`src/rtl/backward_flag_scan_unit_macros.svh`:
```
// Assertion macros shared by the backward flag scan unit.
`ifndef BACKWARD_FLAG_SCAN_UNIT_MACROS_SVH
`define BACKWARD_FLAG_SCAN_UNIT_MACROS_SVH

// Same-cycle implication, disabled while reset is asserted.
`define BFS_ASSERT_NOW(lbl, clk_s, rstn_s, ante, cons) \
  lbl: assert property (@(posedge clk_s) disable iff (!rstn_s) (ante) |-> (cons)) \
    else $error("bfs: same-cycle check failed");

// Next-cycle implication, disabled while reset is asserted.
`define BFS_ASSERT_NEXT(lbl, clk_s, rstn_s, ante, cons) \
  lbl: assert property (@(posedge clk_s) disable iff (!rstn_s) (ante) |=> (cons)) \
    else $error("bfs: next-cycle check failed");

`endif

```
`src/rtl/bfs_pkg.sv`:
```
// Package: widths, operation codes and control structs of the flag scan unit.
`timescale 1ns / 1ps
`default_nettype none
package bfs_pkg;

  localparam int unsigned MAX_POSITIONS_DEF = 65536;

  localparam int unsigned OP_W    = 3;
  localparam int unsigned POS_W   = 17;
  localparam int unsigned BOUND_W = 16;
  localparam int unsigned COUNT_W = 16;
  localparam int unsigned SIZE_W  = 17;
  localparam int unsigned FPOS_W  = 16;
  localparam int unsigned FLAG_W  = 3;

  localparam logic [OP_W-1:0] OP_WRITE         = 3'd0;
  localparam logic [OP_W-1:0] OP_NEAREST_SETA  = 3'd1;
  localparam logic [OP_W-1:0] OP_NEAREST_INSTR = 3'd2;
  localparam logic [OP_W-1:0] OP_NTH_INSTR     = 3'd3;
  localparam logic [OP_W-1:0] OP_NEAREST_BOUND = 3'd4;
  localparam logic [OP_W-1:0] OP_NTH_BOUND     = 3'd5;

  // bit positions inside one flag store entry
  localparam int unsigned FLAG_INSTR = 0;
  localparam int unsigned FLAG_PROC  = 1;
  localparam int unsigned FLAG_SETA  = 2;

  typedef struct packed {
    logic clear_step;    // write zero at the clear pointer and advance it
    logic load;          // take the request: latch scan setup, store a write
    logic step;          // move the scan one position down
    logic finish;        // register the result and strobe it
    logic finish_found;  // result carries a hit
  } cmd_t;

  typedef struct packed {
    logic clear_last;    // clear pointer is at the last entry
    logic empty;         // latched request scans nothing
    logic hit;           // entry under scan matches
    logic stop;          // entry under scan ends the search
    logic at_low;        // scan reached its lower bound
  } status_t;

endpackage
`default_nettype wire

```
`src/rtl/bfs_ctrl.sv`:
```
// Controller: clearing pass, request intake and the backward scan sequence.
`timescale 1ns / 1ps
`default_nettype none
module bfs_ctrl (
  input  wire logic             clk,
  input  wire logic             rst_n,
  input  wire logic             start,
  input  wire bfs_pkg::status_t status,
  output bfs_pkg::cmd_t         cmd,
  output logic                  busy,
  output logic                  out_valid
);
  import bfs_pkg::*;

  typedef enum logic [1:0] {
    ST_CLEAR,
    ST_IDLE,
    ST_SETUP,
    ST_SCAN
  } state_t;

  state_t state_r, state_nxt;
  logic   out_valid_r;

  always_comb begin
    state_nxt = state_r;
    cmd       = '0;
    unique case (state_r)
      ST_CLEAR: begin
        cmd.clear_step = 1'b1;
        if (status.clear_last) begin
          state_nxt = ST_IDLE;
        end
      end
      ST_IDLE: begin
        if (start) begin
          cmd.load  = 1'b1;
          state_nxt = ST_SETUP;
        end
      end
      ST_SETUP: begin
        // first read is issued here; data is ready in ST_SCAN
        if (status.empty) begin
          cmd.finish = 1'b1;
          state_nxt  = ST_IDLE;
        end else begin
          state_nxt = ST_SCAN;
        end
      end
      ST_SCAN: begin
        priority if (status.hit) begin
          cmd.finish       = 1'b1;
          cmd.finish_found = 1'b1;
          state_nxt        = ST_IDLE;
        end else if (status.stop || status.at_low) begin
          cmd.finish = 1'b1;
          state_nxt  = ST_IDLE;
        end else begin
          cmd.step = 1'b1;
        end
      end
      default: state_nxt = ST_IDLE;
    endcase
  end

  always_ff @(posedge clk) begin
    if (!rst_n) begin
      state_r     <= ST_CLEAR;
      out_valid_r <= 1'b0;
    end else begin
      state_r     <= state_nxt;
      out_valid_r <= cmd.finish;
    end
  end

  assign busy      = (state_r != ST_IDLE);
  assign out_valid = out_valid_r;

endmodule
`default_nettype wire

```
`config.mk`:
```
export PLATFORM = sky130hd
export DESIGN_NAME = bfs_ctrl
export DESIGN_NICKNAME = d
export VERILOG_FILES = /design/src/rtl/backward_flag_scan_unit_macros.svh /design/src/rtl/bfs_pkg.sv /design/src/rtl/bfs_ctrl.sv
export SDC_FILE = /design/constraint.sdc
export NUM_CORES = 1
export LEC_CHECK = 0
export BUFFER_PORTS_ARGS = -buffer_cell sky130_fd_sc_hd__buf_4
export CAP_MARGIN = 25
export CORE_AREA = 8 8 45 47
export DETAILED_ROUTE_END_ITERATION = 8
export DIE_AREA = 0 0 53 55
export PLACE_DENSITY = 0.39
export REMOVE_ABC_BUFFERS = 1
export SYNTH_ARGS = -nofsm -noshare
export SYNTH_HDL_FRONTEND = slang
export SYNTH_SLANG_ARGS = --single-unit
```
`constraint.sdc`:
```
create_clock -name clk -period 3.1 [get_ports clk]
set_input_delay 0.31 -clock clk [delete_from_list [all_inputs] [get_ports clk]]
set_output_delay 0.31 -clock clk [all_outputs]
set_load 0.1 [all_outputs]
```
Word-level counts from Yosys, hierarchy flattened
Index checks and enable logic that the tools add are counted.
{"block": "op_classes", "eq_ne": 7, "n_reduce_logical": 3, "muxes": 18}
{"operator": "1-bit 2-to-1 mux", "n": 11}
{"operator": "2-bit 2-to-1 mux", "n": 5}
{"operator": "2-bit one-hot mux with 4 select lines", "n": 1}
{"operator": "2-bit equality test (second input constant)", "n": 2}
{"operator": "2-bit != test (second input constant)", "n": 2}
{"operator": "3-bit != test (second input constant)", "n": 1}
{"operator": "3-bit AND reduction", "n": 1}
{"operator": "2-bit by 1-bit equality test with 1-bit output (second input constant)", "n": 1}
{"operator": "2-bit logical NOT", "n": 1}
{"operator": "2-bit by 1-bit != test with 1-bit output (second input constant)", "n": 1}
{"operator": "1-bit one-hot mux with 2 select lines", "n": 1}
{"operator": "1-bit logical OR", "n": 1}
{"block": "word_totals", "out_inout_bits": 7, "in_bits": 8, "word_cells": 30, "reg_bits": 3}

Logic depth before layout (Yosys ltp)
{"block": "depth", "ltp_word": 4, "depth_mapped": 5, "mapped_depth_nobuf": 5}

Least setup slack after synthesis
Ideal clock, no wire load.
{"block": "synth_timing", "path_type": "register to register", "from": "register state_r[0]", "to": "register out_valid_r, in the netlist out_valid", "setup_ns": 0.071, "period_less_slack_ns": 3.087, "required_time_ns": 3.029, "setup_slack_ns": 0.013, "path_stages_with_launch": 5, "t_arrival_ns": 3.016, "cell_sequence": "dfxtp_1 -> ha_1 -> inv_1 -> o21ai_0 -> and2_1"}
{"element": "start: declaration", "line_no": "bfs_ctrl.sv:22", "text": "state_t state_r, state_nxt;"}
{"element": "start signal: assignment", "line_no": "bfs_ctrl.sv:71", "text": "state_r <= state_nxt;"}
{"element": "end signal: assignment", "line_no": "bfs_ctrl.sv:72", "text": "out_valid_r <= cmd.finish;"}
{"element": "end: declaration", "line_no": "bfs_ctrl.sv:23", "text": "logic out_valid_r;"}

==> results by group <==
Placement
  – Inst Count DP: 58
  – Buffers added on ports: 14
  – DP Wirelength: 543.3 µm
  – GPL Wtd Cong: 0.6779

Run status
  – Status: completed

Worst setup path
  – Slowest CP cell: dfxtp_1
  – CP bufs+invs: 2
  – Worst-path cell chain: ha_1 > inv_1 > o21ai_0 > buf_4
  – Crit path capture type: primary output
  – Startpoint types: flop
  – Req. time, crit path: 2.79 ns
  – Top Family by Delay on Critical Path: buffers and inverters
  – Reg-to-reg setup timing slack: 1.61 ns
  – Slowest stage delay, CP: 0.38 ns
  – Reg-to-reg startpoint: state_r[1]
  – RR Endpoint: state_r[0]
  – Worst EP arrival: 1.47 ns
  – Reg2Reg Depth: 4
  – Classification of the worst setup path: reg2out
  – Maximum fanout along the worst path: 4

Finish
  – Ant diodes: 0
  – Core Util, Final: 27.12%
  – Nets: 59
  – Syn-to-layout area delta: 67.60%
  – Share of cells above drive strength 1: 36.96%
  – Finished Layout Cells: 62

Global routing
  – Overall Global Routing Usage: 5.137%
  – Grt total ovfl: 0
  – Largest net degree at the start of global routing: 6
  – Vias in the first global route: 245
  – First-pass GRT wire length: 1.041 mm
  – Initial antenna violation count: 0

Route
  – Starting DRT DRC Count: 3
  – Routed vias/inst: 3.919
  – Drt drc: 0
  – Routed WL: 668 µm
  – Drt wl/cell: 10.77 µm
  – Drt first pass iters: 4
  – DR vias: 243
  – Post-route antenna net violation count: 0

Timing
  – Setup TNS: 0 ns
  – Fin crit period: 1.776 ns
  – Ratio of final minimum period to clock period: 57.30%
  – Fmax: 0.5630 GHz
  – Slew margin rel.: 65.28%
  – Count of final max-slew check failures: 0
  – Final hold violations: 0
  – Unrepaired setup endpoints after global routing: no
  – Clk_skew: 0.003317 ns
  – Least-Margin Pin Slew: 0.5208 ns
  – Count of final setup violators: 0

Yosys
  – Post-synth top flop: dfxtp_1
  – Count leader, synth: inv_1
  – Register area share after synthesis: 26.82%
  – Syn_area_per_cell: 7.999 µm²
  – Async SR Flop Fraction: 0%
  – Post-Syn Instances: 28
  – Top post-synthesis cells by area: dfxtp_1 27%, ha_1 22%, inv_1 10%, mux2i_1 8.9%, and2_1 8.4%
  – Post-Synthesis Cell Area: 224.0 µm²
  – FF+latch count, synth: 3
  – Syn. warnings: 0
  – Post-synth EDFFs: 0
  – Netlist cell types: 12
  – Yosys top cell area share: 26.82%
  – Post-synth top cells: 6 x inv_1, 4 x ha_1, 4 x nand2_1, 3 x and2_1, 3 x dfxtp_1
  – Largest area contributor in the netlist: dfxtp_1

Hold path
  – Hold_sp: rst_n
  – Hold depth: 2
  – Tightest Hold Check Type: in2reg
  – Min-Delay Endpoint: out_valid

Floorplanning
  – Die W: 53 µm
  – DIE AREA: 0.002915 mm²
  – Rows: 14
  – Starting Density: 16.18%
  – Ports: 15
  – Core area: 0.001384 mm²
  – Die height: 55 µm

Clock network
  – Clk root buf: clkbuf_4
  – Post-CTS Resized: 0
  – CTS Hold Bufs: 0
  – Clock buffer count from CTS: 3
  – Worst skew pair latency: 0.23 ns
  – Post-CTS Setup Bufs: 0
  – Clk buf depth: 2
  – Clk sink count: 3
  – H-tree levels: 1
  – CTS tree: done
  – Clk slew on worst S/H paths: 0.04 ns

Power and ir drop
  – Tot Pwr: 290.2 µW
  – PD cells: 773.2 mW/mm²
  – VDD IR-drop max: 0.0002269 V
  – Lkg Pwr: 0.1942 nW

Flow run
  – Max-Cap Viols: 0
==> cells by family after synthesis <==
group / synth area share, %
muxes: 8.939
AOI/OAI and AO/OA: 10.06
buffers and inverters: 10.06
and+or+nand+nor: 21.78
adders and majority gates: 22.35
DFF: 26.82
==> per-layer routing <==
layer | up-vias | routed length [µm] | track usage [%]
met3 | 2 | 107 | 4.278
met5 | - | 0 | 0
met4 | 0 | 6 | 5.172
met1 | 106 | 294 | 5.319
met2 | 10 | 260 | 6.055
li1 | 125 | - | -
==> state kept, by name (all words and copies together), names as in the netlist <==
signal / count
state_r: 2
out_valid: 1
==> area by class of cell <==
type	count	area, µm²
fill	160	1008
clock buffer	4	26.28
inverter	6	22.52
sequential	3	60.06
timing repair buffer	14	105.1
multi-input combinational	19	141.4
tap	16	20.02
==> worst max-delay path by stage <==
stage,startpoint,end,slack [ns],cells after the start
final,state_r[0],cmd[1],1.32,4
after global routing,state_r[0],cmd[1],1.15,4
after CTS,state_r[0],cmd[1],1.29,4
after detailed placement,state_r[0],cmd[1],1.55,4
after global placement,state_r[0],cmd[1],1.55,4
after floorplan,state_r[0],out_valid,0.01,4
==> cells in the final DEF, fill, tap and decap left out <==
| cell | netlist | routed |
|---|---|---|
| dfxtp_1 | 3 | 3 |
| clkbuf_1 | 0 | 1 |
| o211ai_1 | 1 | 1 |
| clkbuf_4 | 0 | 3 |
| nand2_1 | 4 | 4 |
| nor2b_1 | 1 | 1 |
| mux2i_1 | 2 | 2 |
| o21ai_0 | 1 | 1 |
| and2_1 | 3 | 3 |
| ha_1 | 4 | 4 |
| buf_4 | 0 | 14 |
| inv_1 | 6 | 6 |
| nor2_1 | 1 | 1 |
| a222oi_1 | 1 | 1 |
| nor3_1 | 1 | 1 |
==> worst register-to-register path, stage by stage (launching register included) <==
cell and delay, ns:
dfxtp_1 0.37, inv_1 0.08, ha_1 0.21, a222oi_1 0.53, mux2i_1 0.23
==> power breakdown <==
group / internal [mW] / switching, mW / total [mW]
sequential: 0.0449 / 0.00658 / 0.0514
clock: 0.0484 / 0.0221 / 0.0705
combinational: 0.0403 / 0.128 / 0.168
total: 0.134 / 0.157 / 0.290
==> per-stage QoR <==
stage	worst slack (ns)	hold slack [ns]	cell area (µm²)
after global placement	1.547	0.5048	349.1
after floorplan	0.01321	0.4317	224.0
after global routing	1.151	0.3458	375.4
after detailed placement	1.553	0.4939	349.1
after CTS	1.290	0.3159	375.4
final	1.324	0.3238	375.4
No activity file was read; power rests on OpenSTA's default activity.
